$ cat config.mk
export PLATFORM = sky130hd
export DESIGN_NAME = lpat_cmp
export DESIGN_NICKNAME = d
export VERILOG_FILES = /design/src/sv/lpat_pkg.sv /design/src/sv/lpat_cmp.sv
export SDC_FILE = /design/constraint.sdc
export NUM_CORES = 1
export LEC_CHECK = 0
export BUFFER_PORTS_ARGS = -buffer_cell sky130_fd_sc_hd__buf_2
export CAP_MARGIN = 20
export CORE_MARGIN = 10
export CORE_UTILIZATION = 36
export DETAILED_ROUTE_END_ITERATION = 6
export GPL_TIMING_DRIVEN = 0
export PLACE_DENSITY_LB_ADDON = 0.12
export SLEW_MARGIN = 20
export SYNTH_ARGS = -nofsm -noshare
export SYNTH_HDL_FRONTEND = slang
export SYNTH_SLANG_ARGS = --single-unit
export TNS_END_PERCENT = 1
$ cat constraint.sdc
create_clock -name vclk -period 5.5
set_clock_uncertainty 0.05 [all_clocks]
set_input_delay 0.825 -clock vclk [all_inputs]
set_output_delay 0.825 -clock vclk [all_outputs]
set_load 0.1 [all_outputs]
$ cat src/sv/lpat_pkg.sv
// Shared types, codes and helpers for the longest-prefix action table.
`timescale 1ns / 1ps
package lpat_pkg;

   localparam int ENTRIES    = 64;
   localparam int IFACES     = 4;
   localparam int HW_BYTES   = 8;
   localparam int MAX_PREFIX = 32;
   localparam int IDX_W      = $clog2(ENTRIES);

   localparam logic [63:0] HW_MASK = {64{1'b1}} >> (64 - 8 * HW_BYTES);

   typedef enum logic [1:0] {
      KIND_CLEAR  = 2'd0,
      KIND_INSERT = 2'd1,
      KIND_LOOKUP = 2'd2,
      KIND_NONE   = 2'd3
   } kind_type;

   localparam logic [1:0] ACT_IGNORE   = 2'd0;
   localparam logic [2:0] SCOPE_GLOBAL = 3'd0;

   typedef struct packed {
      logic [2:0]  scope;
      logic [31:0] prefix;
      logic [5:0]  plen;
      logic [1:0]  action;
      logic [63:0] hw;
      logic [3:0]  hwlen;
   } entry_type;

   typedef struct packed {
      logic [31:0] ip;
      logic [31:0] pfx;
      logic [5:0]  plen;
      logic [2:0]  scope;
      logic        iface_ok;
   } key_type;

   typedef struct packed {
      logic dup_hit;
      logic iface_hit;
      logic global_hit;
   } cmp_type;

   function automatic logic [31:0] len_to_mask(input logic [5:0] len);
      return ~(32'hFFFF_FFFF >> len);
   endfunction

endpackage

$ cat src/sv/lpat_cmp.sv
// Shared entry compare unit: prefix match per scope and duplicate detection.
`timescale 1ns / 1ps
module lpat_cmp (
   input  logic               valid,
   input  lpat_pkg::entry_type entry,
   input  lpat_pkg::key_type  key,
   output lpat_pkg::cmp_type  result
);
   import lpat_pkg::*;

   logic pfx_match;

   always_comb begin
      pfx_match = ((key.ip & len_to_mask(entry.plen)) == entry.prefix);
      result.dup_hit = valid && (entry.scope == key.scope) &&
                       (entry.plen == key.plen) && (entry.prefix == key.pfx);
      result.iface_hit = valid && pfx_match && key.iface_ok &&
                         (entry.scope == key.scope);
      result.global_hit = valid && pfx_match && (entry.scope == SCOPE_GLOBAL);
   end

endmodule

Word-level counts from Yosys, hierarchy flattened
Index checks and enable logic that the tools add are counted.
Operators by class
  eq/ne operators: 4
  shift-type cells: 1
  bitwise operators: 2
  reductions and logical operators: 8
Operators by type and width (number)
  32-bit == test: 2
  32-bit bitwise AND: 1
  32-bit NOT: 1
  32-bit by 6-bit >> shifter with 32-bit output (first input constant): 1
  1-bit logical AND: 7
  6-bit == test: 1
  3-bit == test: 1
  3-bit zero test: 1
Word-level totals
  logic and storage cells: 15
  output and inout bits: 3
  input bits: 186
  register bits: 0

Longest topological paths before layout
Gate-level depths: netlist of run 1.
  word-level depth: 7
  gate-level depth with buffers: 9
  gate-level depth less buffers: 6

Least setup slack after synthesis of run 1
No wires, ideal clock.
  path kind: input to output
  start: input port entry[72] (netlist bit)
  end: output port result[2] (netlist bit)
  cell stages on the path: 7
  setup slack: -0.127 ns
  buffers on the path: 3
  arrival: 4.752 ns
  cells stage by stage: buf_2 > buf_2 > buf_2 > nor2b_1 > a2111oi_0 > nand4_1 > nor4_1
RTL lines
  start, declared: line lpat_cmp.sv:5  | input lpat_pkg::entry_type entry,
  end, declared: line lpat_cmp.sv:7  | output lpat_pkg::cmp_type result

==> flow_summary.rst, run 1 <==
.. list-table::
   :header-rows: 1

   * - Metric
     - Value
   * - Outcome
     - complete, no violations
   * - Placement Cell Area
     - 2130 um^2
   * - Wire length per cell after detailed routing
     - 17.2 um
   * - Overall global routing resource usage
     - 0.172
   * - Portion of total power attributed to sequential cells
     - 0
   * - Row Count
     - 23
   * - Max Clock Freq
     - 236 MHz
   * - Area fraction of the dominant cell type after synthesis
     - 0.214
   * - Transition at the pin with the smallest max-transition slack
     - 542 ps
   * - Global placer's final weighted congestion
     - 0.915
   * - Req. time, crit path
     - 4620 ps
   * - Internal Pwr Total
     - 0.0000789 W
   * - Destination of the worst hold path
     - result[1]
   * - Hold Path Stages
     - 4
   * - Num ports
     - 189
   * - Ordered cell list for the critical path
     - buf_2 > buf_2 > buf_2 > a2111oi_0 > o2111ai_1 > nor4_1 > nand4_1 > nor3_1 > buf_2
   * - Headroom to the max-slew limit
     - 0.629
   * - Number of remaining DRC errors
     - 0
   * - Minimum period implied by the final worst setup slack
     - 4240 ps
   * - Final layout net count
     - 521
   * - Maximum capacitance violations
     - 0
   * - Highest-delay cell along the critical path
     - sky130_fd_sc_hd__a2111oi_0
   * - Area of all sequential standard cells
     - 0 um^2
   * - Signal arrival time at the worst endpoint
     - 3370 ps
   * - Detail Route Antenna Nets
     - 0
   * - Diode count
     - 0
   * - Final std cell area, no fill
     - 2130 um^2
   * - Drt via density
     - 5.46
   * - Die width
     - 83.9 um
   * - Share of the yosys chip area belonging to registers
     - 0
   * - Number of global-route vias before repair
     - 2080
   * - Standard cell core area
     - 3970 um^2
   * - Number of cells upsized or downsized after cts
     - 0
   * - Top cells by area in the synthesized netlist
     - sky130_fd_sc_hd__xnor2_1 (21%), sky130_fd_sc_hd__xor2_1 (9.5%), sky130_fd_sc_hd__nand2b_1 (5.5%)
   * - Count of warnings emitted by yosys
     - 0
   * - Largest incremental delay on the critical path
     - 570 ps
   * - DRT Pass-1 Iters
     - 4
   * - Wire length reported by the detailed router
     - 6580 um
   * - Clock buffer count
     - 0
   * - Detailed Place HPWL
     - 5810 um
   * - Count of endpoints failing setup in the final report
     - 0
   * - Die area
     - 7040 um^2
   * - Unrepaired setup endpoints after global routing
     - false
   * - Syn Area/Cell
     - 6.84 um^2
   * - Hold wc startpoint
     - key[0]
   * - Critical Path Fanout Max
     - 10
   * - Hold buffer count at CTS
     - 0
   * - Worst path most repeated cell
     - sky130_fd_sc_hd__buf_2
   * - Count of final max-slew check failures
     - 0
   * - Final worst-path cycle share
     - 0.771
   * - Maximum VDD drop
     - 0.0372 mV
   * - Sequential cell count
     - 0
   * - Residual overflow from global routing
     - 0
   * - Syn_nets
     - 401
   * - NetSw
     - 0.0000778 W
   * - Initial cell density of the core
     - 0.370
   * - Number of input and output port buffers inserted
     - 118
   * - Type of the most critical hold path
     - input port to output port
   * - Hold Violations, Final
     - 0
   * - Via count of the routed design
     - 2092
   * - Crit end category
     - output port
   * - Critical path launch point type
     - input port
   * - Count of buffers added by post-CTS timing repair for setup
     - 0
   * - Clock Power Share
     - 0
   * - Fraction of layout cells with a size suffix above 1
     - 0.396
   * - PD cells
     - 73.6 nW/um^2
   * - Largest area contributor in the netlist
     - sky130_fd_sc_hd__xnor2_1
   * - Number of distinct library cells after synthesis
     - 48
   * - Leakage power total
     - 0.969 nW
   * - Setup_tns
     - 0 ps
   * - Initial DRC Count
     - 139
   * - Area growth from synthesis to final layout
     - 44.9%
   * - Proportion of total power due to net switching
     - 0.497
   * - Antenna violations before repair
     - 0
   * - Wire length of the first global-routing pass
     - 10400 um
   * - Worst setup path class
     - input port to output port
   * - Fill cell instance count of the final layout
     - 400
   * - Synthesized netlist cell count
     - 215
   * - Die span in y
     - 83.9 um
   * - Share of power burned in combinational logic
     - 1.000
   * - Synthesized cell area
     - 1470 um^2
   * - Pin count of the biggest net entering global routing
     - 11
-- final cells by class --
class                           instances  area, um^2  area share
Multi-Input combinational cell        189        1350       0.635
Timing Repair Buffer                  118         591       0.277
Buffer                                 13        75.1      0.0353
Tap cell                               50        62.6      0.0294
Inverter                               13        48.8      0.0229
-- through the flow --
stage | total power [W] | hold slack [ps] | setup slack [ps] | std cells | util
after floorplan | 0.0000835 | 1880 | 249 | 215 | -
after detailed placement | 0.000155 | 2080 | 1290 | 383 | 0.536
after global routing | 0.000173 | 2090 | 970 | 383 | 0.536
after CTS | 0.000156 | 2080 | 1290 | 383 | 0.536
final | 0.000157 | 2080 | 1260 | 383 | 0.536
after global placement | 0.000154 | 2080 | 1300 | 383 | 0.536
-- power groups by stage --
stage / Clock [W] / Combinational [W] / Sequential, W
floorplan: 0 / 0.0000835 / 0
global placement: 0 / 0.000154 / 0
detailed placement: 0 / 0.000155 / 0
CTS: 0 / 0.000156 / 0
global route: 0 / 0.000173 / 0
finish: 0 / 0.000157 / 0
-- cells by family after synthesis --
| logic type | after synthesis | synth area share |
|---|---|---|
| xor+xnor | 52 | 0.310 |
| buf+inv | 26 | 0.0843 |
| mux | 1 | 0.00681 |
| compound gates | 63 | 0.313 |
| simple gates | 73 | 0.286 |
-- layout by cell type (no fill, tap or decap), drive strengths merged, types with 2 or more instances in the layout --
master   instances
nor4             7
or3              4
a211oi           2
a2111oi          3
and3             3
xnor2           36
nor3             7
buf            129
nand2b          13
o21a             2
nand4           13
a31oi            2
xor2            16
o2111ai          5
a211o            3
a221o            2
nand2            8
o211ai           3
clkbuf           2
o31ai            3
inv             13
nand3            9
a21oi            7
or4              5
a21boi           2
o21ai           17
-- critical path: cells and delay by family --
kind	cells	cell delay [ps]
compound gates	2	810
simple gates	3	700
buf+inv	4	1030
-- synthesized netlist by cell type (all sizes together) (2+ instances only) --
cell,number
a21boi,2
nand2b,13
o31ai,3
a221o,2
nand2,8
clkbuf,2
or3,4
o21a,2
xor2,16
o21ai,17
a31oi,2
or4,5
buf,11
nand4,13
o2111ai,5
inv,13
nand3,9
a21oi,7
xnor2,36
a211o,3
nor3,7
nor4,7
o211ai,3
a211oi,2
a2111oi,3
and3,3
-- how the worst max path moves through the flow --
stage | startpoint | to | cells past startpoint
after floorplan | entry[72] | result[0] | 8
after global placement | entry[72] | result[1] | 9
after detailed placement | entry[72] | result[0] | 9
after CTS | entry[72] | result[0] | 9
after global routing | entry[72] | result[0] | 9
final | entry[72] | result[0] | 9
-- metal layers --
layer | GRT usage | part of all wire | vias up
met5 | 0 | 0 | -
met4 | 0.0183 | 0.0070 | 0
met3 | 0.0449 | 0.096 | 6
met2 | 0.266 | 0.44 | 101
met1 | 0.238 | 0.46 | 928
li1 | - | - | 1057
Note: power is estimated with default switching activity, not from simulation.
==> inputs of run 2 (changes only) <==
ABC_AREA = 1   (was default)
CORE_UTILIZATION = 31   (was 36)
clock period = 3.7 ns   (was 5.5 ns; I/O delays follow)
==> flow_summary.rst, run 2 <==
.. list-table::
   :header-rows: 1

   * - Metric
     - Value
   * - Outcome
     - complete, no violations
   * - Residual overflow from global routing
     - 0 (unchanged)
   * - Top library cells by usage in the layout, fill and taps aside
     - sky130_fd_sc_hd__nand2_1 (140), sky130_fd_sc_hd__buf_2 (120), sky130_fd_sc_hd__inv_1 (40)
   * - PD cells
     - 106 nW/um^2 (+44%)
   * - Syn_nets
     - 522 (+30%)
   * - Area growth from synthesis to final layout
     - 42.8%
   * - Row Count
     - 25 (+8.7%)
   * - Largest incremental delay on the critical path
     - 430 ps (-140 ps)
   * - Number of cells upsized or downsized after cts
     - 0 (unchanged)
   * - Hold buffer count at CTS
     - 0 (unchanged)
   * - Setup_tns
     - 0 ps (unchanged)
   * - Unrepaired setup endpoints after global routing
     - false
   * - Leakage power total
     - 1.34 nW (+38%)
   * - Syn Area/Cell
     - 4.65 um^2 (-32%)
   * - Final layout net count
     - 640 (+23%)
   * - Synthesized cell area
     - 1560 um^2 (+6.4%)
   * - Share of the yosys chip area belonging to registers
     - 0 (unchanged)
   * - Die width
     - 91.0 um (+8.5%)
   * - Number of buffers and inverters on the critical path
     - 2 (-2)
   * - Signal arrival time at the worst endpoint
     - 2540 ps (-830 ps)
   * - Routing usage on met2
     - 0.288 (+0.0221)
   * - Met3 track utilization from global routing
     - 0.0362 (-0.00871)
   * - Ordered cell list for the critical path
     - buf_2 > nor2_4 > nand2_1 > o21ai_1 > nand2_1 > nand2_1 > nand2_1 > nor2_1 > nand2_1 > nor2_1 > nand3_2 > nor2_1 > buf_2
   * - Critical path launch point type
     - input port
   * - Hold Violations, Final
     - 0 (unchanged)
   * - Most frequent cell after synthesis
     - sky130_fd_sc_hd__nand2_1
   * - Sequential cell count
     - 0 (unchanged)
   * - Standard cell core area
     - 4820 um^2 (+21%)
   * - Minimum period implied by the final worst setup slack
     - 3150 ps
   * - Headroom to the max-slew limit
     - 0.669 (+0.0393)
   * - Worst path most repeated cell
     - sky130_fd_sc_hd__nand2_1
   * - Top cells by area in the synthesized netlist
     - sky130_fd_sc_hd__nand2_1 (34%), sky130_fd_sc_hd__nand3_1 (12%), sky130_fd_sc_hd__inv_1 (9.6%)
   * - Overall global routing resource usage
     - 0.168 (-0.00447)
   * - Clock buffer count
     - 0 (unchanged)
   * - Wire length per cell after detailed routing
     - 14.5 um (-15%)
   * - Final Total Pwr
     - 0.000237 W (+51%)
   * - Crit end category
     - output port
   * - Dominant delay contributor by cell family on the critical path
     - simple AND/OR/NAND/NOR gates
   * - Top cells by instance count after synthesis
     - sky130_fd_sc_hd__nand2_1 (140), sky130_fd_sc_hd__inv_1 (40), sky130_fd_sc_hd__nand3_1 (36)
   * - Area of all sequential standard cells
     - 0 um^2 (unchanged)
   * - Largest area contributor in the netlist
     - sky130_fd_sc_hd__nand2_1
   * - Detail Route Antenna Nets
     - 0 (unchanged)
   * - Drt via density
     - 4.79 (-12%)
   * - Fill cell instance count of the final layout
     - 579 (+45%)
   * - Die area
     - 8290 um^2 (+18%)
   * - Critical Path Fanout Max
     - 10 (unchanged)
   * - Global placer's final weighted congestion
     - 0.858 (-6.2%)
   * - Transition at the pin with the smallest max-transition slack
     - 500 ps (-41.5 ps)
   * - Wire length reported by the detailed router
     - 7540 um (+15%)
   * - Number of input and output port buffers inserted
     - 116 (-1.7%)
   * - Synthesized netlist cell count
     - 336 (+56%)
   * - Antenna violations before repair
     - 0 (unchanged)
   * - Number of distinct library cells after synthesis
     - 30 (-38%)
   * - Fraction of layout cells with a size suffix above 1
     - 0.303 (-0.0933)
   * - Detailed Place HPWL
     - 6800 um (+17%)
   * - Count of warnings emitted by yosys
     - 0 (unchanged)
   * - Commonest non-fill, non-tap cell in the layout
     - sky130_fd_sc_hd__nand2_1
   * - Met1 capacity usage during global routing
     - 0.221 (-0.0167)
   * - Max Clock Freq
     - 318 MHz
   * - Type of the most critical hold path
     - input port to output port
   * - Pin count of the biggest net entering global routing
     - 11 (unchanged)
   * - Number of global-route vias before repair
     - 2414 (+16%)
   * - Wire length of the first global-routing pass
     - 11800 um (+13%)
   * - Initial DRC Count
     - 190 (+37%)
   * - Area fraction of the dominant cell type after synthesis
     - 0.336 (+0.122)
   * - Die span in y
     - 91.0 um (+8.5%)
   * - Initial cell density of the core
     - 0.325 (-0.0455)
   * - Maximum VDD drop
     - 0.0462 mV (+24%)
   * - Count of endpoints failing setup in the final report
     - 0 (unchanged)
   * - Final worst-path cycle share
     - 0.851
   * - Diode count
     - 0 (unchanged)
   * - Count of final max-slew check failures
     - 0 (unchanged)
   * - Util after Layout
     - 0.464 (-0.0726)
   * - Via count of the routed design
     - 2484 (+19%)
   * - Multi-input combinational cell area
     - 1360 um^2 (+0.83%)
   * - Num ports
     - 189 (unchanged)
   * - Grt peak-use layer
     - met2
   * - Count of buffers added by post-CTS timing repair for setup
     - 0 (unchanged)
   * - Number of remaining DRC errors
     - 0 (unchanged)
   * - Req. time, crit path
     - 3090 ps (-1530 ps)
   * - DRT Pass-1 Iters
     - 5 (+1)
   * - Maximum capacitance violations
     - 0 (unchanged)
   * - Worst setup path class
     - input port to output port
   * - Highest-delay cell along the critical path
     - sky130_fd_sc_hd__buf_2
-- run 2: logic make-up after synthesis --
group           count (synthesis)  synth area share
xor+xnor                       14            0.0784
compound gates                 34             0.129
simple gates                  239             0.662
buf+inv                        49             0.131
-- run 2: metal layers --
layer  wire length (um)  part of all wire
met2               3480              0.46
met4                  0                 0
met1               3290              0.44
met5                  0                 0
met3                769              0.10
-- run 2: power breakdown --
part	switching [W]	internal, W	total, W
combinational	0.000133	0.000104	0.000237
clock	0	0	0
sequential	0	0	0
-- run 2: area by class of cell --
cell class / count / area share
repair buffers: 116 / 0.260
well taps: 67 / 0.0375
multi-input cells: 287 / 0.611
inverters: 42 / 0.0706
plain buffers: 7 / 0.0213
-- run 2: path summary, 6_finish.rpt --
kind | from | end | slack (ps) | cells past startpoint
hold / removal | key[0] | result[1] | 1530 | 4
setup / recovery | entry[74] | result[0] | 550 | 13
-- run 2: per-stage QoR --
step                hold slack [ps]  std cells  worst slack, ps  cell area [um^2]
global route                   1570        519              322              2230
finish                         1530        519              553              2230
global placement               1530        519              555              2230
floorplan                      1430        336              329              1570
CTS                            1530        519              550              2230
detailed placement             1530        519              554              2230
-- run 2: tightest hold or removal path: stages --
cell	delay, ps
sky130_fd_sc_hd__buf_2	90
sky130_fd_sc_hd__nand2_1	50
sky130_fd_sc_hd__nor2_1	30
sky130_fd_sc_hd__buf_2	280
