`src/sv/lpat_ram.sv`:
```
// Generic single-write, single-read RAM with registered read data.
`timescale 1ns / 1ps
module lpat_ram #(
   parameter int WIDTH = 8,
   parameter int DEPTH = 16
) (
   input  logic                     clock,
   input  logic                     wr_en,
   input  logic [$clog2(DEPTH)-1:0] wr_addr,
   input  logic [WIDTH-1:0]         wr_data,
   input  logic [$clog2(DEPTH)-1:0] rd_addr,
   output logic [WIDTH-1:0]         rd_data
);

   logic [WIDTH-1:0] mem_ff [DEPTH];
   logic [WIDTH-1:0] rd_data_ff;

   always_ff @(posedge clock) begin
      if (wr_en) begin
         mem_ff[wr_addr] <= wr_data;
      end
      rd_data_ff <= mem_ff[rd_addr];
   end

   assign rd_data = rd_data_ff;

endmodule

```
`config.mk`:
```
export PLATFORM = sky130hd
export DESIGN_NAME = lpat_ram
export DESIGN_NICKNAME = d
export VERILOG_FILES = /design/src/sv/lpat_ram.sv
export SDC_FILE = /design/constraint.sdc
export NUM_CORES = 1
export LEC_CHECK = 0
export ABC_AREA = 1
export ABC_CLOCK_PERIOD_IN_PS = 1200
export BUFFER_PORTS_ARGS = -buffer_cell sky130_fd_sc_hd__buf_2
export CAP_MARGIN = 20
export CORE_MARGIN = 2
export CORE_UTILIZATION = 40
export DETAILED_ROUTE_END_ITERATION = 6
export PLACE_DENSITY_LB_ADDON = 0.3
export SLEW_MARGIN = 30
export SYNTH_ARGS = -nofsm -noshare
export SYNTH_HDL_FRONTEND = slang
export SYNTH_SLANG_ARGS = --single-unit
```
`constraint.sdc`:
```
create_clock -name clock -period 1.2 [get_ports clock]
set_input_delay 0.24 -clock clock [delete_from_list [all_inputs] [get_ports clock]]
set_output_delay 0.24 -clock clock [all_outputs]
set_load 0.01 [all_outputs]
```
## Yosys cells after proc, flatten, opt, wreduce, memory -nomap -nowiden

Memory sizes are Yosys's and may differ from the RTL's. A register that Yosys moved wholly into a read port is not among the register bits.
Index checks and enable logic that the tools add are counted.
Widths: inputs -> output; s select.

| storage, ports and cells | value |
|---|---|
| memory bits (writable) | 128 |
| register bits after elaboration | 0 |
| word-level logic and storage cells | 3 |
| input port bits | 18 |
| memories kept | 1 |
| output and inout bits | 8 |

Memories:

| name | words | bits a word | read ports | clocked after Yosys merged registers in | wr ports | line | RTL |
|---|---|---|---|---|---|---|---|
| mem_ff | 16 | 8 | 1 | 1 | 1 | 15 | `logic [WIDTH-1:0] mem_ff [DEPTH];` |

| operators by class | value |
|---|---|
| multiplexer cells | 2 |

Operator list:

| operator | number |
|---|---|
| $mux 1 | 2 |

## Longest topological paths before layout

Gate-level depths: netlist of run 1.

| logic depth | value |
|---|---|
| depth in word-level cells | 2 |
| gate-level depth with buffers | 8 |
| mapped depth without buffers | 7 |

## Worst setup path before layout of run 1

OpenSTA, ideal clock, no wires.

| path | value |
|---|---|
| path type | input port to flip-flop |
| start | in wr_addr[3] |
| end | mem mem_ff[4][0], enable pin |
| path slack | 9 ps |
| library setup time | 370 ps |
| stages | 2 |
| buffers on the path | 0 |
| arrival time | 821 ps |
| cells stage by stage | nand3b_1 nor2_1 |

RTL lines:

| what | line | RTL |
|---|---|---|
| start, declared | 9 | `input logic [$clog2(DEPTH)-1:0] wr_addr,` |
| end, declared | 15 |  |

No word-level cell before the write port.

## Worst setup path in the final report of run 1

| path | value |
|---|---|
| start | reg rd_data_ff[6], in the netlist rd_data[6], read port of mem_ff |
| end | out rd_data[6] |

RTL lines:

| what | line | RTL |
|---|---|---|
| start, declared | 16 | `logic [WIDTH-1:0] rd_data_ff;` |
| end, declared | 12 | `output logic [WIDTH-1:0] rd_data` |

No word-level cell between the ends.

==> impl_results.md, run 1 <==
* EDFF count, synth at around 130
* WP data required at roughly 0.96 ns
* PortBufs at 25
* Crit-path cells: buf_2
* TritonCTS clock tree: done
* Kind of critical path: reg -> out
* Detail Route Antenna Nets at 0
* Max Cap Violations at 0
* Max-slew headroom at between 70 and 80%
* Register-to-Register Path Depth at 6
* Reg-to-reg startpoint: mem_ff[13][3]$_DFFE_PP_
* Hold Startpoint: wr_data[1]
* Post-CTS setup buffers at 0
* Post-synth ARST share at 0%
* Final HPWL from detailed placement at around 8400 microns
* Initial core utilization at about 41%
* Residual DRC at 0
* Worst Hold Class: in -> reg
* Most used DFF post-synth: edfxtp_1
* CTS sink cnt at approximately 140
* DR WL/cell at between 15 and 20 microns
* Buffers and inverters on the worst path at 1
* Seq/Total Area, Yosys at around 69%
* Lkg Pwr at roughly 3.0 nW
* Worst-Skew Late Latency at ~0.42 ns
* Mapped Cells at roughly 550
* Power density over the cells at 1620 nW/um^2
* Arrival @ worst endpoint at 0.93 ns
* Initial antenna violation count at 0
* Post-synth top cells: nand2_1 (173), edfxtp_1 (128), inv_1 (100)
* WHS Path Cells at 1
* CP max stage cell: dfxtp_1
* Setup crit end kind: output pin
* Placed cell areas at 6230 sq um
* Status: complete, no violations
* M1 WL at between 6000 and 7000 microns
* Routed vias/inst at ~4.8
* Number of global-route vias before repair at roughly 3.7k
* Area contributors post-synth: edfxtp_1 (67%), nand2_1 (11%), nand3_1 (8.4%)
* Worst setup SP type: register
* Antenna Cells at 0
* Gpl congestion at 0.858
* DR WL met2 at 6270 microns
* Top cell type's share of synthesized area at 66.7%
* H-tree Lvls at 4
* Final net count at about 620
* Starting DRT DRC Count at around 340
* First-pass GRT wire length at between 20000 and 25000 microns
* Clock slew at reported path FFs at around 0.060 ns
* Fillers at roughly 1.3k
* Clock buffer depth at 2
* Routed WL at about 13000 microns
* Synth Cell Area at slightly below 6000 sq um
* Most common cell in the synthesized netlist: nand2_1
* Post-layout min period at roughly 1.2 ns
* Die H at between 100 and 150 microns
* Via count at ~3.8k
* Max-slew violation count at 0
* Crit-path max FO at 1
* Row count at 43
* R2r setup slk at around 0.2 ns
* Hold path endpoint: mem_ff[1][1]$_DFFE_PP_
* Design area at between 6000 and 7000 sq um
* Chip Width at 124 microns
* Largest net degree at the start of global routing at 33
* Share of post-route cells with drive strength above 1 at between 10% and 20%
* IO Count at 26
* Final Cycle Share at about 97%
* Syn Nets at 569
* Fmax at about 860 MHz
* Area Growth Syn to Fin at 17.9%
* Slew @ Worst Pin at 0.399 ns
* Syn avg cell area at 10.5 sq um
* CTS Root Cell: clkbuf_16
* Top delay family on crit path: flip-flops
* Top Layer Used: met4
* Hold_ws at ~0.25 ns
* GRT Overall Usage at about a fifth
* Post-synth top area cell: edfxtp_1
* Worst Skew at around 0.0049 ns
* TritonCTS buffer count at 17
* Core box area at 14000 sq um
* GR Overflow Total at 0
* Drt pass-1 iters at 4
* Met3 wire len at roughly 530 microns
* RSZ-0062 raised after global routing: no
* Yosys reg bits at around 140
* Final setup vio count at 0
* Post-layout util at 48.6%
* FF-to-FF End: rd_data[3]$_DFF_P_
* Yosys Warn Count at 0
* Peak VDD IR at 824 uV
* Final hold violation count at 0
* Die Footprint at ~15000 sq um
* Worst path max stage delay at around 0.36 ns
* Unique masters post-synth at 12
[layout make-up]
cell class              instances  area, sq um  area share (%)
flip-flops and latches        136         4010            58.9
multi-input cells             289         1210            17.9
clock buffers                  22          464            6.83
repair buffers                 54          405            5.96
inverters                     102          383            5.63
well taps                     180          225            3.31
clock inverters                10          103            1.51
[routing by layer]
metal | up-vias | global-route usage [%]
li1 | 1871 | -
met1 | 1813 | 26.0
met2 | 81 | 29.7
met3 | 21 | 3.21
met4 | 0 | 7.58
met5 | - | 0
[through the flow]
step | TNS [ns] | setup WS, ns | power (mW) | instances
final | 0 | 0.0327 | 11.0 | 793
after global routing | 0 | 0.00823 | 11.4 | 793
after CTS | 0 | 0.00664 | 11.1 | 793
after detailed placement | -1.89 | -0.0898 | 6.14 | 761
after global placement | -1.75 | -0.0756 | 6.13 | 761
after floorplan | 0 | 0.00916 | 5.82 | 551
[where the power goes]
group	total (mW)	internal [mW]	switching, mW
clock	4.95	3.13	1.82
sequential	5.35	5.31	0.0342
combinational	0.695	0.225	0.471
total	11.0	8.67	2.33
[sequential cells by signal, summed over array words and instances, names as in the netlist]
name / count
rd_data: 8
mem_ff: 128
[kinds of logic (layout without fill, tap and decap cells)]
group | Yosys count | after routing | share of synthesized area (%)
and+or+nand+nor | 289 | 289 | 21.0
DFF | 136 | 136 | 69.4
buffers and inverters | 126 | 188 | 9.52
[what timing repair did]
| action | 4_1_cts | 5_1_grt |
|---|---|---|
| gates resized for setup | 0 | 1 |
| hold buffers | 0 | 0 |
| setup endpoints to repair | 0 | 1 |
[cell usage in the layout (no fill, tap or decap)]
cell and instances:
clkinv_1 2, inv_2 2, nor2_1 17, clkinvlp_4 2, edfxtp_1 128, clkbuf_1 3, nand2_1 173, clkbuf_8 2
nand3b_1 2, dfxtp_2 1, clkbuf_16 17, buf_4 24, buf_2 25, dfxtp_1 7, bufinv_16 2, clkinv_2 4
nand3_1 97, buf_12 5, inv_1 100
[worst max path at each step]
stage / depth (start not counted) / start / end / slack (ns)
2_1_floorplan: 2 / wr_addr[3] / mem_ff[4][0]$_DFFE_PP_ / 0.009
3_3_place_gp: 7 / rd_addr[0] / rd_data[7]$_DFF_P_ / -0.08
3_5_place_dp: 9 / rd_addr[0] / rd_data[5]$_DFF_P_ / -0.09
4_1_cts: 1 / rd_data[6]$_DFF_P_ / rd_data[6] / 0.007
5_1_grt: 1 / rd_data[6]$_DFF_P_ / rd_data[6] / 0.008
6_report: 1 / rd_data[6]$_DFF_P_ / rd_data[6] / 0.03
Power figures use the tool's default switching activity.
==> run 2, diff against run 1 <==
--- a/config.mk
+++ b/config.mk
@@ -6,11 +6,11 @@
 export NUM_CORES = 1
 export LEC_CHECK = 0
 export ABC_AREA = 1
-export ABC_CLOCK_PERIOD_IN_PS = 1200
+export ABC_CLOCK_PERIOD_IN_PS = 1000
 export BUFFER_PORTS_ARGS = -buffer_cell sky130_fd_sc_hd__buf_2
 export CAP_MARGIN = 20
 export CORE_MARGIN = 2
-export CORE_UTILIZATION = 40
+export CORE_UTILIZATION = 55
 export DETAILED_ROUTE_END_ITERATION = 6
 export PLACE_DENSITY_LB_ADDON = 0.3
 export SLEW_MARGIN = 30
==> constraint.sdc (replaced) <==
create_clock -name clock -period 1 [get_ports clock]
set_input_delay 0.2 -clock clock [delete_from_list [all_inputs] [get_ports clock]]
set_output_delay 0.2 -clock clock [all_outputs]
set_load 0.01 [all_outputs]
==> run 2 against run 1 <==
  * The run now ends with setup timing left
  * Core utilization grew 20 points
  * Cell count decreased by 4.8%
  * Non-clock buffer count grew 6
  * Highest routed layer unchanged
  * Die area is 26% lower
  * Design area grew 3.2%
  * Largest cell class unchanged
  * Critical path depth unchanged
  * Largest power group unchanged
  * Sequential power rose by 20%
==> impl_results.md, run 2 (synthesis results as in run 1) <==
* Status: finished, violations left
* Failing checks: setup timing
* Design area at roughly 7000 sq um
* Most common cell after layout, fill and taps aside: nand2_1
* Reg with most FFs: mem_ff
* Routed WL at between 10000 and 15000 microns
* Crit-path cells: buf_6
* Worst path max stage delay at about 0.32 ns
* PortBufs at 25
* Worst Hold Class: in -> reg
* Largest net degree at the start of global routing at between 50 and 60
* Residual DRC at 0
* DR WL/cell at 17.0 microns
* Buffers and inverters on the worst path at 1
* Die H at 106 microns
* CTS sink cnt at 136
* Worst setup SP type: register
* Area Growth Syn to Fin at 21.7%
* Final net count at 624
* Setup crit end kind: output pin
* GRT Overall Usage at 24.6%
* Routed vias/inst at roughly 5.3
* Setup slack after layout at -0.151 ns
* IO Count at 26
* Max-slew violation count at 0
* CP max stage cell: dfxtp_2
* Post-layout util at about two thirds
* Post-CTS setup buffers at 0
* Lkg Pwr at between 3 and 4 nW
* Final HPWL from detailed placement at a little under 8000 microns
* Number of global-route vias before repair at ~3.9k
* Share of post-route cells with drive strength above 1 at about 22%
* Max Cap Violations at 0
* Placement Setup Slack at -0.251 ns
* Hold_ws at just over 0.04 ns
* Commonest non-fill, non-tap cells in the layout: nand2_1 (169), edfxtp_1 (128), inv_1 (100), nand3_1 (66), nand3_2 (31)
* Clock share of power at approximately 43%
* H-tree Lvls at 4
* Peak VDD IR at ~1100 uV
* Crit-path max FO at 1
* Final setup vio count at 8
* Antenna Cells at 0
* Detail Route Antenna Nets at 0
* GR Overflow Total at 0
* CTS Root Cell: clkbuf_8
* Post-layout min period at 1.15 ns
* Power density over the cells at approximately 1800 nW/um^2
* Slew @ Worst Pin at around 0.40 ns
* TritonCTS buffer count at 17
* Placed cell areas at 6290 sq um
* Sw Pwr at 2.73 mW
* Initial antenna violation count at 0
* Int Power at roughly 10 mW
* First-pass GRT wire length at slightly above 20000 microns
* Worst-Skew Late Latency at between 0.5 and 0.6 ns
* CP Launch Point: rd_data[1]$_DFF_P_
* Row count at 37
* Fmax at slightly below 900 MHz
* Gpl congestion at 0.833
* Starting DRT DRC Count at 318
* CTS Hold Bufs at 0
* Hold Startpoint: wr_data[4]
* RSZ-0062 raised after global routing: yes
* Initial core utilization at a little under three fifths
* Core box area at slightly above 10000 sq um
* Chip Width at ~110 microns
* Final Cycle Share at 115%
* Top delay family on crit path: flip-flops
* Clock slew at reported path FFs at 0.06 ns
* Kind of critical path: reg -> out
* Clock buffer depth at 2
* Sequential share of power at between 40% and 50%
* Max-slew headroom at about three quarters
* Via count at 3987
* Drt pass-1 iters at 5
* Reg-to-reg startpoint: mem_ff[1][0]$_DFFE_PP_
* TritonCTS clock tree: done
* Fillers at approximately 710
* Sw Share at a little over a fifth
* Arrival @ worst endpoint at between 0.9 and 1 ns
* Die Footprint at 11300 sq um
* Number of flip-flops in the largest register at approximately 130
* Logic pwr share at under 10%
* WP data required at ~0.80 ns
* Worst Skew at between 0.004 and 0.005 ns
* Final hold violation count at 0
run 2: changes by cell type in the layout (fill, tap and decap cells not counted), moves of 3 or more:
cell      delta
clkbuf_1     +3
nor2_1       -9
buf_4        +3
nand3_2     +31
nand2_1      -4
buf_6        +3
nand3_1     -31
nor2_2       +8
clkbuf_8     +6
nand2_2      +4
buf_2        -3
buf_12       +3
run 2: cell type report:
type	instances	area [sq um]	area share (%)
Tap cell	136	170	2.43
Inverter	102	383	5.46
Timing Repair Buffer	60	507	7.22
Multi-Input combinational cell	289	1410	20.0
Sequential cell	136	4010	57.1
Clock buffer	30	533	7.60
Clock inverter	2	10.0	0.143
run 2: layer usage:
metal / global-route usage [%] / share of wire (%)
met2: 38.2 / 48
met1: 32.8 / 42
met4: 11.9 / 3.2
met3: 6.01 / 6.5
met5: 0 / 0
run 2: path summary, 6_finish.rpt:
| path | endpoint | slack (ns) | depth (start not counted) |
|---|---|---|---|
| setup reg to reg | rd_data[0]$_DFF_P_ | 0.05 | 6 |
| hold reg to reg | rd_data[2]$_DFF_P_ | 0.68 | 6 |
| hold / removal | mem_ff[13][4]$_DFFE_PP_ | 0.04 | 2 |
| setup / recovery | rd_data[1] | -0.15 | 1 |
run 2: power groups by stage:
stage | clock network (mW) | logic, mW | registers, mW
3_3_place_gp | 0 | 0.849 | 6.52
3_5_place_dp | 0 | 0.870 | 6.52
2_1_floorplan | 0 | 0.458 | 6.54
4_1_cts | 5.63 | 0.885 | 6.41
5_1_grt | 5.85 | 1.05 | 6.42
6_report | 5.58 | 0.959 | 6.41
run 2: per-stage QoR:
step	total power, mW	std cells	setup TNS [ns]
CTS	12.9	755	-1.30
detailed placement	7.39	723	-27.82
global placement	7.37	723	-25.56
global route	13.3	755	-1.44
floorplan	7.00	551	-12.23
finish	13.0	755	-1.14
run 2: what timing repair did:
action / CTS / global route
pin swaps: 1 / 15
setup endpoints to repair: 9 / 15
resized for setup: 4 / 37
==> run 3, diff against run 2 <==
==> constraint.sdc (replaced) <==
create_clock -name clock -period 1 [get_ports clock]
set_input_delay 0.2 -clock clock [delete_from_list [all_inputs] [get_ports clock]]
set_output_delay 0.2 -clock clock [all_outputs]
set_load 0.05 [all_outputs]
==> run 3 against run 2 <==
  * The run still ends with setup timing left
  * Worst hold slack worse by 0.0016 ns
  * Clock skew about the same
  * Maximum frequency down 4.4%
  * First-iteration DRC count up 1.6%
  * Core utilization up 0.49 points
  * Via count down 0.33%
  * Critical endpoint is now rd_data[3]
  * Largest power group unchanged
  * Highest routed layer unchanged
==> impl_results.md, run 3 (synthesis results as in run 1) <==
* Die H at between 100 and 150 microns
* Final HPWL from detailed placement at 7880 microns
* Worst setup SP type: register
* Final hold violation count at 0
* CTS sink cnt at approximately 140
* Commonest non-fill, non-tap cells in the layout: nand2_1 (169), edfxtp_1 (128), inv_1 (100), nand3_1 (65), nand3_2 (32)
* Worst Hold Class: in -> reg
* DR WL/cell at about 17 microns
* Max-slew violation count at 0
* CTS Hold Bufs at 0
* WP data required at around 0.80 ns
* Status: finished, violations left
* Gr busiest metal: met2
* Buffers and inverters on the worst path at 1
* Initial antenna violation count at 0
* Number of global-route vias before repair at 3909
* Row count at 37
* GR Util met3 at around 6.0%
* Routed WL at roughly 13000 microns
* Routed vias/inst at around 5.3
* GR Overflow Total at 0
* Final Cycle Share at 120%
* RSZ-0062 raised after global routing: yes
* Slew @ Worst Pin at roughly 0.40 ns
* Residual DRC at 0
* Via count at 3974
* Setup slack after layout at -0.204 ns
* Reg with most FFs: mem_ff
* Failing checks: setup timing
* Detail Route Antenna Nets at 0
* Global Route met2 Usage at 38.4%
* Crit-path max FO at 1
* Gpl congestion at between 0.8 and 0.9
* CTS Root Cell: clkbuf_8
* Share of post-route cells with drive strength above 1 at 22.8%
* Reg-to-reg startpoint: mem_ff[14][2]$_DFFE_PP_
* Post-layout min period at approximately 1.2 ns
* Starting DRT DRC Count at 323
* Clock buffer depth at 2
* Number of flip-flops in the largest register at ~130
* Top delay family on crit path: flip-flops
* Setup crit end kind: output pin
* CP Launch Point: rd_data[3]$_DFF_P_
* Area Growth Syn to Fin at 22.5%
* Fillers at 699
* Initial core utilization at ~56%
* PortBufs at 25
* Clock slew at reported path FFs at 0.06 ns
* Hold_ws at 0.0400 ns
* Met1 Use GR at about a third
* TritonCTS buffer count at 17
* Largest net degree at the start of global routing at 52
* Non-filler cells, final at around 760
* TritonCTS clock tree: done
* Total power at between 10 and 15 mW
* Fmax at between 800 and 900 MHz
* Final net count at 624
* Antenna Cells at 0
* Max Cap Violations at 0
* First-pass GRT wire length at 20300 microns
* Drt pass-1 iters at 5
* H-tree Lvls at 4
* Die Footprint at roughly 11000 sq um
* Max-slew headroom at 73.2%
* Dpl cells at approximately 720
* Most common cell after layout, fill and taps aside: nand2_1
* Worst Skew at between 0.005 and 0.006 ns
* Peak VDD IR at ~1100 uV
* Hold Startpoint: wr_data[4]
* GRT Overall Usage at 24.7%
* Power density over the cells at 1860 nW/um^2
* IO Count at 26
* Core box area at 10200 sq um
* Lkg Pwr at around 3.1 nW
* Crit-path cells: buf_6
* Arrival @ worst endpoint at 1.00 ns
* CP max stage cell: dfxtp_2
* Final setup vio count at 8
* Chip Width at 106 microns
* Worst path max stage delay at 0.33 ns
* Kind of critical path: reg -> out
* Worst-Skew Late Latency at 0.52 ns
-- run 3: final cells by class --
type / count / area [sq um] / share of cell area (%)
tap: 136 / 170 / 2.41
timing repair buffer: 60 / 546 / 7.72
clock inverter: 2 / 10.0 / 0.142
multi-input combinational: 289 / 1410 / 20.0
clock buffer: 30 / 533 / 7.54
inverter: 102 / 383 / 5.42
sequential: 136 / 4010 / 56.8
-- run 3: path summary, 6_finish.rpt --
check,end,slack [ns],cells after the start
max,rd_data[3],-0.20,1
min,mem_ff[13][4]$_DFFE_PP_,0.04,2
max reg2reg,rd_data[2]$_DFF_P_,0.05,6
min reg2reg,rd_data[2]$_DFF_P_,0.68,6
-- run 3: power breakdown --
part / switching [mW] / internal, mW / leakage (nW)
sequential: 0.0432 / 6.38 / 1.22
combinational: 0.736 / 0.375 / 1.59
clock: 2.07 / 3.50 / 0.270
total: 2.85 / 10.3 / 3.08
-- run 3: timing repair --
item                                    in CTS  in global routing
buffers inserted                             0                  0
hold endpoints to repair                     0                  0
pin swaps                                    1                 16
cloned                                       0                  0
gates resized for setup                     27                 35
endpoints found under the setup margin       9                 15
-- run 3: stage by stage --
step / utilization (%) / setup WS, ns / instance area [sq um] / setup TNS, ns
finish: 69.1 / -0.204 / 7070 / -1.55
global route: 69.1 / -0.225 / 7070 / -1.85
CTS: 67.5 / -0.222 / 6900 / -1.68
detailed placement: 61.4 / -0.251 / 6290 / -27.82
global placement: 61.4 / -0.248 / 6290 / -25.56
floorplan: - / -0.129 / 5790 / -12.23
-- run 3: metal layers --
layer  vias up  share of wire [%]  wire length (microns)
met5         -                  0                      0
met4         0                3.5                    446
met3        39                6.4                    818
met2       170                 48                   6160
met1      1879                 42                   5390
li1       1886                  -                      -
